## src/bcc_pkg.sv

```systemverilog
// Shared types and constants for the button click classifier.
// No dependencies; imported by every module of the block.
`default_nettype none

package bcc_pkg;

  localparam int unsigned CNT_W   = 16;
  localparam int unsigned CLICK_W = 8;
  localparam int unsigned EV_W    = 3;
  localparam int unsigned DATA_W  = 32;
  localparam int unsigned ADDR_W  = 5;

  localparam logic [CNT_W-1:0]   CNT_MAX   = '1;
  localparam logic [CLICK_W-1:0] CLICK_MAX = '1;
  localparam logic [CLICK_W-1:0] CLICKS_TEST   = CLICK_W'(3);
  localparam logic [CLICK_W-1:0] CLICKS_SINGLE = CLICK_W'(1);

  localparam logic [CNT_W-1:0] LONG_PRESS_RST = CNT_W'(150);
  localparam logic [CNT_W-1:0] CLICK_MIN_RST  = CNT_W'(4);
  localparam logic [CNT_W-1:0] CLICK_MAX_RST  = CNT_W'(50);
  localparam logic [CNT_W-1:0] GAP_RST        = CNT_W'(50);
  localparam logic [CNT_W-1:0] ALARM_RST      = CNT_W'(0);

  // Register indexes (byte address = 4 * index)
  typedef enum logic [2:0] {
    REG_LONG_PRESS = 3'd0,
    REG_CLICK_MIN  = 3'd1,
    REG_CLICK_MAX  = 3'd2,
    REG_GAP        = 3'd3,
    REG_ALARM      = 3'd4
  } reg_idx_t;

  typedef enum logic [EV_W-1:0] {
    EV_NONE     = 3'd0,
    EV_CONFIG   = 3'd1,
    EV_TEST     = 3'd2,
    EV_SILENCE  = 3'd3,
    EV_SELFTEST = 3'd4
  } event_t;

  typedef struct packed {
    logic [CNT_W-1:0] long_press_ticks;
    logic [CNT_W-1:0] click_min_ticks;
    logic [CNT_W-1:0] click_max_ticks;
    logic [CNT_W-1:0] gap_ticks;
    logic [CNT_W-1:0] alarm_level;
  } cfg_t;

endpackage

`default_nettype wire

```

## src/bcc_cfg_regs.sv

```systemverilog
// APB-style register file holding the classifier thresholds.
// Depends on bcc_pkg (cfg_t, register indexes, reset values).
`default_nettype none

module bcc_cfg_regs
  import bcc_pkg::*;
(
  input  wire logic              clk,
  input  wire logic              rst_n,
  input  wire logic              psel,
  input  wire logic              penable,
  input  wire logic              pwrite,
  input  wire logic [ADDR_W-1:0] paddr,
  input  wire logic [DATA_W-1:0] pwdata,
  output logic      [DATA_W-1:0] prdata,
  output logic                   pready,
  output cfg_t                   cfg
);

  cfg_t     cfg_r;
  logic     wr_en;
  reg_idx_t idx;

  assign pready = 1'b1;
  assign wr_en  = psel && penable && pwrite;
  assign idx    = reg_idx_t'(paddr[ADDR_W-1:2]);
  assign cfg    = cfg_r;

  always_ff @(posedge clk) begin
    if (!rst_n) begin
      cfg_r.long_press_ticks <= LONG_PRESS_RST;
      cfg_r.click_min_ticks  <= CLICK_MIN_RST;
      cfg_r.click_max_ticks  <= CLICK_MAX_RST;
      cfg_r.gap_ticks        <= GAP_RST;
      cfg_r.alarm_level      <= ALARM_RST;
    end else if (wr_en) begin
      case (idx)
        REG_LONG_PRESS: cfg_r.long_press_ticks <= pwdata[CNT_W-1:0];
        REG_CLICK_MIN:  cfg_r.click_min_ticks  <= pwdata[CNT_W-1:0];
        REG_CLICK_MAX:  cfg_r.click_max_ticks  <= pwdata[CNT_W-1:0];
        REG_GAP:        cfg_r.gap_ticks        <= pwdata[CNT_W-1:0];
        REG_ALARM:      cfg_r.alarm_level      <= pwdata[CNT_W-1:0];
        default: ;
      endcase
    end
  end

  always_comb begin
    prdata = '0;
    case (idx)
      REG_LONG_PRESS: prdata = DATA_W'(cfg_r.long_press_ticks);
      REG_CLICK_MIN:  prdata = DATA_W'(cfg_r.click_min_ticks);
      REG_CLICK_MAX:  prdata = DATA_W'(cfg_r.click_max_ticks);
      REG_GAP:        prdata = DATA_W'(cfg_r.gap_ticks);
      REG_ALARM:      prdata = DATA_W'(cfg_r.alarm_level);
      default:        prdata = '0;
    endcase
  end

endmodule

`default_nettype wire

```

## src/bcc_core.sv

```systemverilog
// Hold/gap/click counters and the event decision for one sample.
// Depends on bcc_pkg; state advances only when step is high.
`default_nettype none

module bcc_core
  import bcc_pkg::*;
(
  input  wire logic             clk,
  input  wire logic             rst_n,
  input  wire cfg_t             cfg,
  input  wire logic             step,
  input  wire logic             key_level,
  input  wire logic [CNT_W-1:0] gas_level,
  input  wire logic             in_normal_mode,
  output event_t                event_code
);

  logic [CNT_W-1:0]   hold_r, hold_nxt, hold_inc;
  logic [CNT_W-1:0]   gap_r, gap_nxt, gap_inc;
  logic [CLICK_W-1:0] click_r, click_nxt, click_inc;
  logic               click_hit;
  event_t             ev;

  always_comb begin
    hold_inc  = (hold_r == CNT_MAX) ? hold_r : hold_r + CNT_W'(1);
    click_hit = (hold_r > cfg.click_min_ticks) && (hold_r < cfg.click_max_ticks);
    click_inc = (click_hit && click_r != CLICK_MAX) ? click_r + CLICK_W'(1) : click_r;
    gap_inc   = (click_inc != '0 && gap_r != CNT_MAX) ? gap_r + CNT_W'(1) : gap_r;

    ev        = EV_NONE;
    hold_nxt  = hold_r;
    gap_nxt   = gap_r;
    click_nxt = click_r;

    if (!key_level) begin
      hold_nxt = hold_inc;
      if (hold_inc > cfg.long_press_ticks) ev = EV_CONFIG;
    end else begin
      hold_nxt  = '0;
      click_nxt = click_inc;
      gap_nxt   = gap_inc;
      if (gap_inc > cfg.gap_ticks) begin
        // gap elapsed: classify pending clicks, then start over
        if (click_inc == CLICKS_TEST) begin
          ev = EV_TEST;
        end else if (click_inc == CLICKS_SINGLE) begin
          if (gas_level > cfg.alarm_level) ev = EV_SILENCE;
          else if (in_normal_mode)         ev = EV_SELFTEST;
        end
        click_nxt = '0;
        gap_nxt   = '0;
      end
    end
  end

  assign event_code = ev;

  always_ff @(posedge clk) begin
    if (!rst_n) begin
      hold_r  <= '0;
      gap_r   <= '0;
      click_r <= '0;
    end else if (step) begin
      hold_r  <= hold_nxt;
      gap_r   <= gap_nxt;
      click_r <= click_nxt;
    end
  end

endmodule

`default_nettype wire

```

## src/button_click_classifier_top.sv

```systemverilog
// Button click classifier: one sampled key level per request, one event per request.
//
// Input channel (in_*): key_level (0 = pressed), gas_level, in_normal_mode.
// A request is taken at a clock edge with in_valid high and in_stall low.
// Output channel (out_*): out_event_code, 0 none, 1 enter config, 2 enter
// test, 3 silence alarm, 4 self test. Every request yields exactly one event.
// Pipeline: a taken request passes through the input register, then the
// result register. Throughput is one request per cycle while the result
// side is not stalled; the counters are updated in the cycle the input
// register moves into the result register.
// Stall: when out_stall holds a full result register, the input register
// keeps its request and in_stall rises while both are full.
// Reset (rst_n, synchronous, low): counters clear, both stages empty,
// thresholds return to 150/4/50/50/0.
// Thresholds are written over the cfg_* APB port at byte address 4*index;
// write them only while no request is in flight (the block does not enforce it).
// Depends on bcc_pkg, bcc_cfg_regs and bcc_core.
`default_nettype none

module button_click_classifier_top
  import bcc_pkg::*;
(
  input  wire logic              clk,
  input  wire logic              rst_n,
  input  wire logic              in_valid,
  output logic                   in_stall,
  input  wire logic              in_key_level,
  input  wire logic [CNT_W-1:0]  in_gas_level,
  input  wire logic              in_in_normal_mode,
  output logic                   out_valid,
  input  wire logic              out_stall,
  output logic      [EV_W-1:0]   out_event_code,
  input  wire logic              cfg_psel,
  input  wire logic              cfg_penable,
  input  wire logic              cfg_pwrite,
  input  wire logic [ADDR_W-1:0] cfg_paddr,
  input  wire logic [DATA_W-1:0] cfg_pwdata,
  output logic      [DATA_W-1:0] cfg_prdata,
  output logic                   cfg_pready
);

  cfg_t             cfg;
  logic             stg_vld_r;
  logic             stg_key_r;
  logic [CNT_W-1:0] stg_gas_r;
  logic             stg_normal_r;
  logic             out_vld_r;
  event_t           out_ev_r;
  event_t           core_ev;
  logic             adv;
  logic             in_take;

  // stage moves on when the result register is empty or being drained
  assign adv      = stg_vld_r && (!out_vld_r || !out_stall);
  assign in_stall = stg_vld_r && !adv;
  assign in_take  = in_valid && !in_stall;

  bcc_cfg_regs u_regs (
    .clk     (clk),
    .rst_n   (rst_n),
    .psel    (cfg_psel),
    .penable (cfg_penable),
    .pwrite  (cfg_pwrite),
    .paddr   (cfg_paddr),
    .pwdata  (cfg_pwdata),
    .prdata  (cfg_prdata),
    .pready  (cfg_pready),
    .cfg     (cfg)
  );

  bcc_core u_core (
    .clk            (clk),
    .rst_n          (rst_n),
    .cfg            (cfg),
    .step           (adv),
    .key_level      (stg_key_r),
    .gas_level      (stg_gas_r),
    .in_normal_mode (stg_normal_r),
    .event_code     (core_ev)
  );

  always_ff @(posedge clk) begin
    if (!rst_n) begin
      stg_vld_r <= 1'b0;
      out_vld_r <= 1'b0;
    end else begin
      if (in_take)  stg_vld_r <= 1'b1;
      else if (adv) stg_vld_r <= 1'b0;
      if (adv)            out_vld_r <= 1'b1;
      else if (!out_stall) out_vld_r <= 1'b0;
    end
  end

  always_ff @(posedge clk) begin
    if (in_take) begin
      stg_key_r    <= in_key_level;
      stg_gas_r    <= in_gas_level;
      stg_normal_r <= in_in_normal_mode;
    end
    if (adv) out_ev_r <= core_ev;
  end

  assign out_valid      = out_vld_r;
  assign out_event_code = out_ev_r;

  a_stall_needs_item: assert property (@(posedge clk) disable iff (!rst_n)
    in_stall |-> (stg_vld_r && out_vld_r && out_stall))
    else $error("in_stall raised without a blocked request");

  a_take_fills_stage: assert property (@(posedge clk) disable iff (!rst_n)
    in_take |=> stg_vld_r)
    else $error("accepted request lost from input register");

  a_adv_fills_out: assert property (@(posedge clk) disable iff (!rst_n)
    adv |=> out_vld_r)
    else $error("advanced request missing from result register");

  a_config_on_press: assert property (@(posedge clk) disable iff (!rst_n)
    (adv && core_ev == EV_CONFIG) |-> !stg_key_r)
    else $error("long-press event on a released sample");

  a_event_range: assert property (@(posedge clk) disable iff (!rst_n)
    out_vld_r |-> (out_ev_r == EV_NONE || out_ev_r == EV_CONFIG || out_ev_r == EV_TEST
                   || out_ev_r == EV_SILENCE || out_ev_r == EV_SELFTEST))
    else $error("undefined event code on output");

endmodule

`default_nettype wire

```

## config.mk

```make
export PLATFORM = sky130hd
export DESIGN_NAME = button_click_classifier_top
export DESIGN_NICKNAME = d
export VERILOG_FILES = /design/src/bcc_pkg.sv /design/src/bcc_cfg_regs.sv /design/src/bcc_core.sv /design/src/button_click_classifier_top.sv
export SDC_FILE = /design/constraint.sdc
export NUM_CORES = 1
export LEC_CHECK = 0
export BUFFER_PORTS_ARGS = -buffer_cell sky130_fd_sc_hd__buf_2
export CAP_MARGIN = 20
export CORE_ASPECT_RATIO = 1.4
export CORE_MARGIN = 2
export CORE_UTILIZATION = 64
export DETAILED_ROUTE_END_ITERATION = 12
export PLACE_DENSITY = 0.83
export SLEW_MARGIN = 20
export SYNTH_ARGS = -nofsm -noshare
export SYNTH_HDL_FRONTEND = slang
export SYNTH_SLANG_ARGS = --single-unit
export TNS_END_PERCENT = 100
```

## constraint.sdc

```tcl
create_clock -name clk -period 8.5 [get_ports clk]
set_clock_uncertainty 0.2 [all_clocks]
set_input_delay 1.275 -clock clk [delete_from_list [all_inputs] [get_ports clk]]
set_output_delay 1.275 -clock clk [all_outputs]
set_load 0.005 [all_outputs]
```

==> flow_summary.toml, run 1 <==
[power]
vdd_drop_max_v = 0.0001467
finalPower_mw = 1.562
p_comb_share_pct = 6.6
swShare_pct = 25.02
p_int_mw = 1.171
power_density_nw_per_um2 = 158.2
power.switching_mw = 0.3907
sequentialPowerShare_pct = 45.0
p_leak_nw = 3.917
pwr-share-clk_pct = 48.4

[routing]
drtAntennaViolNets = 0
vias = 8484
drt_iter0_drc = 843
viasPerCell = 6.179
wirelength_mm = 24.62
drt_first_pass_iters = 6
drc = 0
routedWlPerCell_um = 17.93

[die]
die_area_um2 = 14940
core_area_um2 = 13780
start_util_pct = 64.82
die_w_um = 103.9
ios = 100
dieHeight_um = 143.8
num_rows = 51

[critical_path]
crit_required_ns = 8.57
endpoint_kind = "register"
crit_arrival_ns = 6.81
cpPeakStageDelay_ns = 0.78
crit_chain = "ha_1, nand4_1, o41ai_1, a21oi_1, and3_2, a311o_1, a222oi_1, nand3_1, nand3b_1, nor2_1, xor2_1, ha_1, a21o_1, a21o_1, a21oi_1, o21ai_0, o221ai_1, a21oi_1, and3_2, and2_1, a21boi_0"
cpMostUsedCell = "a21oi_1"
crit_family = "compound AO/OA/AOI/OAI gates"
critPathKind = "register to register"
r2r_setup_slack_ns = 1.77
startpoint_type = "register"
r2r_start = "u_core.hold_r[11]$_SDFFE_PN0P_"
r2r_cells = 21
crit_buf_inv = 0
crit_slowest_cell = "a21oi_1"
cp_max_fo = 13
r2r-end = "out_event_code[1]$_SDFFCE_PP0P_"

[synth]
synthCells = 1138
ys_ff_latch = 143
seq_area_frac_synth_pct = 34.39
ys.flop_type = "dfxtp_1"
synth_edf_count = 21
synthArstFlopShare_pct = 0
syn_area_per_cell_um2 = 7.851
synth_cell_types = 70
yosys_warnings = 0
netlist_area_um2 = 8935

[cells_and_area]
synthToLayoutAreaGrowth_pct = 10.52
fillers = 1115
drive_gt1_share_pct = 10.77
final_core_util_pct = 71.64
nets = 1319
diodes = 0

[sta]
report.final.slew_viol_count = 0
hold_viol = 0
rsz0062_at_grt = "false"
max_freq_mhz = 148.5
setup_viol = 0
tns_ns = 0
tightest_slew_ns = 1.147
slew_headroom_pct = 23.50
fin_crit_ns = 6.734
min_period_over_period_pct = 79.23

[cts]
cts_made_buffers = 17
clk_path_buf_depth = 2
clk_latency_ns = 0.43
cts_setup_buffers = 0
ctsHoldBuffers = 0
htreeDepth = 4
cts_root_buf = "clkbuf_16"
cts_tree = "built"
clkTransAtPathRegs_ns = 0.07
cts_resized = 0
cts.sinks = 143

[job]
maxCapViolations = 0

[place]
finalWeightedCongestion = 0.9707
dpl.hpwl_mm = 17.81
port_buffers = 64

[global_route]
grt_pass1_vias = 7904
grt.total_usage_pct = 33.67
grt_overflow_total = 0
antenna_found_initial = 0
grt_start_max_net_pins = 103
grt_pass1_wl_mm = 39.51

[worst_hold_path]
hold_path_end = "u_regs.cfg[46]$_SDFFE_PN0P_"
holdCritStartpoint = "u_regs.cfg[46]$_SDFFE_PN0P_"
hold_depth = 2
min_path_type = "register to register"

[outcome]
status = "completed"
==> sequential cells by signal, summed over array words and instances (netlist names) <==
signal / cells
u_regs.cfg: 80
stg_gas_r: 16
u_core.gap_r: 16
u_core.hold_r: 16
u_core.click_r: 8
out_event_code: 3
out_valid: 1
stg_key_r: 1
stg_normal_r: 1
stg_vld_r: 1
==> worst register-to-register path: stages (launching register included) <==
cell and delay, ns:
dfxtp_1 0.40, ha_1 0.38, nand4_1 0.24, o41ai_1 0.68, a21oi_1 0.12, and3_2 0.28, a311o_1 0.35, a222oi_1 0.53
nand3_1 0.24, nand3b_1 0.46, nor2_1 0.11, xor2_1 0.17, ha_1 0.30, a21o_1 0.11, a21o_1 0.10, a21oi_1 0.06
o21ai_0 0.23, o221ai_1 0.17, a21oi_1 0.78, and3_2 0.33, and2_1 0.15, a21boi_0 0.18
==> placed cells by master (no fill, tap or decap), types with 3 or more instances in the layout <==
cell and n:
nor3_2 5, o21ai_0 31, a21oi_1 124, nand2b_1 6
xor2_1 16, nand3b_1 5, o211ai_1 15, or4_1 4
conb_1 17, buf_2 64, nor2_1 72, o22ai_1 18
or3_1 8, o21a_1 17, edfxtp_1 21, nand4_1 24
inv_6 4, a22oi_1 25, ha_1 82, inv_1 91
and2_1 4, and4_1 4, buf_4 5, and3_1 13
clkinv_4 4, mux2_2 3, clkbuf_16 18, xnor2_1 13
dfxtp_1 122, a31oi_1 9, nand3_1 28, nor4_1 5
nand2_1 209, nor3_1 17, a21o_1 11, mux2i_1 19
nor2b_1 8
==> Yosys cell counts (6+ instances only) <==
library cell,count,area share [%]
o21ai_0,31,1.7
nand2_1,209,8.8
xor2_1,16,1.6
nand2b_1,6,0.42
nor2b_1,10,0.70
a21oi_1,124,6.9
nand4_1,24,1.7
and3_1,13,0.91
xnor2_1,13,1.3
a31oi_1,9,0.63
nor2_1,72,3.0
a21o_1,11,0.92
o211ai_1,15,1.3
inv_1,92,3.9
nor3_1,20,1.1
ha_1,82,11
o21a_1,17,1.4
mux2i_1,19,2.1
buf_4,18,1.5
a22oi_1,25,2.1
o22ai_1,18,1.3
edfxtp_1,21,7.1
or3_1,8,0.56
clkbuf_1,46,1.9
nand3_1,28,1.6
dfxtp_1,122,27
==> logic make-up after synthesis <==
kind of cell,count (synthesis),synth area share (%)
flops,143,34.39
simple gates,431,22.66
other cells,2,0.08405
fa+ha+maj,82,11.48
buf+inv,158,7.534
compound gates,270,18.37
xor+xnor,29,2.843
mux,23,2.633
==> layout make-up <==
class	instances	area [µm²]	share of cell area (%)
clock buffers	20	478.0	4.840
multi-input cells	852	5265	53.32
well taps	185	231.5	2.344
flip-flops and latches	143	3073	31.12
inverters	92	345.3	3.497
clock inverters	12	123.9	1.254
repair buffers	69	357.8	3.624
==> how the worst max path moves through the flow <==
stage / depth (start not counted) / endpoint / slack [ns] / startpoint
finish: 21 / out_event_code[1]$_SDFFCE_PP0P_ / 1.77 / u_core.hold_r[11]$_SDFFE_PN0P_
global route: 22 / out_event_code[1]$_SDFFCE_PP0P_ / 1.37 / u_core.hold_r[11]$_SDFFE_PN0P_
detailed placement: 21 / u_core.gap_r[3]$_SDFFE_PN0P_ / 1.70 / u_core.hold_r[11]$_SDFFE_PN0P_
CTS: 21 / u_core.gap_r[12]$_SDFFE_PN0P_ / 1.58 / u_core.hold_r[11]$_SDFFE_PN0P_
global placement: 21 / u_core.gap_r[12]$_SDFFE_PN0P_ / 1.83 / u_core.hold_r[11]$_SDFFE_PN0P_
floorplan: 23 / u_core.gap_r[12]$_SDFFE_PN0P_ / 2.97 / u_regs.cfg[62]$_SDFFE_PN0P_
==> power groups by stage <==
stage | Combinational [mW] | Clock (mW) | Sequential (mW)
floorplan | 0.0669 | 0 | 0.715
global placement | 0.0965 | 0 | 0.717
detailed placement | 0.0984 | 0 | 0.718
CTS | 0.0993 | 0.759 | 0.703
global route | 0.111 | 0.787 | 0.704
finish | 0.103 | 0.756 | 0.703
==> through the flow <==
stage | worst slack, ns | cells | hold WS (ns) | area (µm²)
2_1_floorplan | 2.972 | 1153 | 0.2363 | 8991
3_3_place_gp | 1.831 | 1340 | 0.2429 | 9258
3_5_place_dp | 1.700 | 1340 | 0.2618 | 9258
4_1_cts | 1.584 | 1372 | 0.2704 | 9859
5_1_grt | 1.375 | 1373 | 0.2918 | 9874
6_report | 1.766 | 1373 | 0.2747 | 9874
==> routing by layer <==
metal / part of all wire (%) / routed length (µm) / vias up / GRT usage, %
met1: 39 / 9708 / 3909 / 40.39
met5: 0 / 0 / - / 0
met4: 5.8 / 1436 / 0 / 21.05
li1: - / - / 4020 / -
met3: 7.5 / 1851 / 100 / 5.533
met2: 47 / 11630 / 455 / 56.54
No activity file was read; power rests on OpenSTA's default activity.
==> run 2, diff against run 1 <==
--- a/config.mk
+++ b/config.mk
@@ -5,13 +5,14 @@
 export SDC_FILE = /design/constraint.sdc
 export NUM_CORES = 1
 export LEC_CHECK = 0
+export ABC_AREA = 1
 export BUFFER_PORTS_ARGS = -buffer_cell sky130_fd_sc_hd__buf_2
 export CAP_MARGIN = 20
 export CORE_ASPECT_RATIO = 1.4
 export CORE_MARGIN = 2
-export CORE_UTILIZATION = 64
+export CORE_UTILIZATION = 59
 export DETAILED_ROUTE_END_ITERATION = 12
-export PLACE_DENSITY = 0.83
+export PLACE_DENSITY = 0.77
 export SLEW_MARGIN = 20
 export SYNTH_ARGS = -nofsm -noshare
 export SYNTH_HDL_FRONTEND = slang
==> constraint.sdc (replaced) <==
create_clock -name clk -period 6.65 [get_ports clk]
set_clock_uncertainty 0.2 [all_clocks]
set_input_delay 0.9975 -clock clk [delete_from_list [all_inputs] [get_ports clk]]
set_output_delay 0.9975 -clock clk [all_outputs]
set_load 0.005 [all_outputs]
==> run 2 against run 1 <==
- clock-buffer cell count unchanged
- sequential share of layout area up 1.1 points
- cell count up 2.8%
- fmax up 27%
- global-route usage down 4.0 points
- synthesized area down 3.5%
==> flow_summary.toml, run 2 <==
[sta]
setup_viol = 0
min_period_over_period_pct = 79.76
tns_ns = 0
fin_crit_ns = 5.304
hold_viol = 0
tightest_slew_ns = 1.145
max_freq_mhz = 188.5
rsz0062_at_grt = "false"
slew_headroom_pct = 23.38
report.final.slew_viol_count = 0

[routing]
vias = 7999
drt_first_pass_iters = 5
drc = 0
drtAntennaViolNets = 0
drt_iter0_drc = 570
routedWlPerCell_um = 15.97
wirelength_mm = 22.53
viasPerCell = 5.669

[synth]
synth_top_area_share_pct = 28.32
synth_area_leader_cell = "dfxtp_1"
seq_area_frac_synth_pct = 35.64
synth_cell_types = 46
yosys_warnings = 0
synthMuxAreaShare_pct = 0
synth_top_family_by_area = "simple AND/OR/NAND/NOR gates"
synth_compound_area_share_pct = 18.95
synth_edf_count = 21
yosys-top-cells-area = "dfxtp_1 (28%), ha_1 (12%), nand2_1 (9.6%), a21oi_1 (8.4%), edfxtp_1 (7.3%)"
synthSimpleGateAreaFrac_pct = 20.75
synthCells = 1162
netlist_area_um2 = 8623
ys_top_cells_by_count = "nand2_1 (220), inv_1 (167), a21oi_1 (145)"
synth-adder-area-share_pct = 11.90
syn_area_per_cell_um2 = 7.421
ys.flop_type = "dfxtp_1"
synthArstFlopShare_pct = 0
synth-xor-area-share_pct = 1.828
ys_ff_latch = 143
synth.most_common_cell = "nand2_1"

[cells_and_area]
final_cell_mix = "nand2_1 (220), inv_1 (167), a21oi_1 (145)"
final_common_cell = "nand2_1"
largest_reg_flops = 80
synthToLayoutAreaGrowth_pct = 10.68
drive_gt1_share_pct = 10.89
final_core_util_pct = 66.38
nets = 1352

[worst_hold_path]
hold_depth = 2
holdCritStartpoint = "u_core.gap_r[12]$_SDFFE_PN0P_"
min_path_type = "register to register"
hold_path_end = "u_core.gap_r[12]$_SDFFE_PN0P_"

[critical_path]
cp_max_fo = 26
r2r_cells = 26
crit_slowest_cell = "dfxtp_1"
cpPeakStageDelay_ns = 0.50
crit_buf_inv = 2
r2r-end = "u_core.gap_r[5]$_SDFFE_PN0P_"
critPathKind = "register to register"
crit_family = "simple AND/OR/NAND/NOR gates"
startpoint_type = "register"
cpMostUsedCell = "nand2_1"
r2r_setup_slack_ns = 1.35
endpoint_kind = "register"
crit_required_ns = 6.72
r2r_start = "u_core.hold_r[15]$_SDFFE_PN0P_"
crit_arrival_ns = 5.38

[die]
core_area_um2 = 14380
dieHeight_um = 147.0
ios = 100
start_util_pct = 59.97
die_w_um = 106.2
die_area_um2 = 15610
num_rows = 52

[cts]
clkTransAtPathRegs_ns = 0.06
cts_made_buffers = 17
cts_root_buf = "clkbuf_16"
cts_setup_buffers = 0
clk_path_buf_depth = 2
clk_latency_ns = 0.43
htreeDepth = 4
cts.sinks = 143
cts_resized = 0
ctsHoldBuffers = 0
cts_tree = "built"

[job]
maxCapViolations = 0

[global_route]
use_met1_pct = 33.69
grt_pass1_wl_mm = 36.45
grt_use_met3_pct = 5.280
grt.total_usage_pct = 29.70
grt_overflow_total = 0
grt_start_max_net_pins = 78
grt_busiest_layer = "met2"
met2_usage_pct = 53.56
grt_pass1_vias = 7653
antenna_found_initial = 1

[place]
finalWeightedCongestion = 0.9020
dpl.hpwl_mm = 16.61
port_buffers = 64

[power]
p_leak_nw = 4.085
power_density_nw_per_um2 = 206.3
vdd_drop_max_v = 0.0001600

[outcome]
status = "completed"
==> run 2: logic make-up after synthesis <==
| logic type | after synthesis |
|---|---|
| AOI/OAI and AO/OA | 296 |
| xor gates and xnor gates | 18 |
| adders and majority gates | 82 |
| buffers and inverters | 227 |
| DFF | 143 |
| other | 2 |
| and+or+nand+nor | 394 |
==> run 2: power by group <==
group	switching, mW	internal (mW)
Clock	0.387	0.536
Combinational	0.101	0.0455
Sequential	0.00664	0.893
Total	0.495	1.47
==> run 2: worst max-delay path by stage <==
stage,startpoint,end,slack [ns],cells past startpoint
floorplan,u_core.hold_r[3]$_SDFFE_PN0P_,u_core.gap_r[12]$_SDFFE_PN0P_,2.68,27
global placement,u_core.hold_r[11]$_SDFFE_PN0P_,u_core.click_r[2]$_SDFFE_PN0P_,1.44,27
detailed placement,u_core.hold_r[11]$_SDFFE_PN0P_,u_core.gap_r[5]$_SDFFE_PN0P_,1.36,26
CTS,u_core.hold_r[15]$_SDFFE_PN0P_,u_core.gap_r[5]$_SDFFE_PN0P_,1.34,25
global route,u_core.hold_r[15]$_SDFFE_PN0P_,u_core.click_r[2]$_SDFFE_PN0P_,0.83,25
finish,u_core.hold_r[15]$_SDFFE_PN0P_,u_core.gap_r[5]$_SDFFE_PN0P_,1.35,26
==> run 2: through the flow <==
stage	setup slack (ns)	cells	hold slack [ns]	instance area, µm²	power, mW
2_1_floorplan	2.681	1177	0.2496	8680	1.015
3_3_place_gp	1.441	1378	0.2676	8974	1.059
3_5_place_dp	1.364	1378	0.2710	8974	1.062
4_1_cts	1.339	1410	0.2834	9542	1.972
5_1_grt	0.8308	1410	0.3114	9542	2.032
6_report	1.346	1411	0.2810	9544	1.969
==> run 2: layer usage <==
layer  up-vias  routed length (µm)
li1       3966                   -
met4         0                 890
met5         -                   0
met3        61                1217
met2       260               11410
met1      3712                9011
==> run 2: worst reg2reg max path, delay by kind of cell (launching register included) <==
family / cells / cell delay, ns
simple gates: 16 / 2.45
compound gates: 6 / 1.08
fa+ha+maj: 2 / 0.63
flops: 1 / 0.50
buf+inv: 2 / 0.30
==> run 2: area by class of cell <==
class / instances / area (µm²)
inverter: 172 / 645.6
antenna: 1 / 2.502
clock buffer: 20 / 456.7
clock inverter: 12 / 111.4
timing repair buffer: 67 / 342.8
tap: 189 / 236.5
fill: 1296 / 4835
multi-input combinational: 807 / 4676
sequential: 143 / 3073
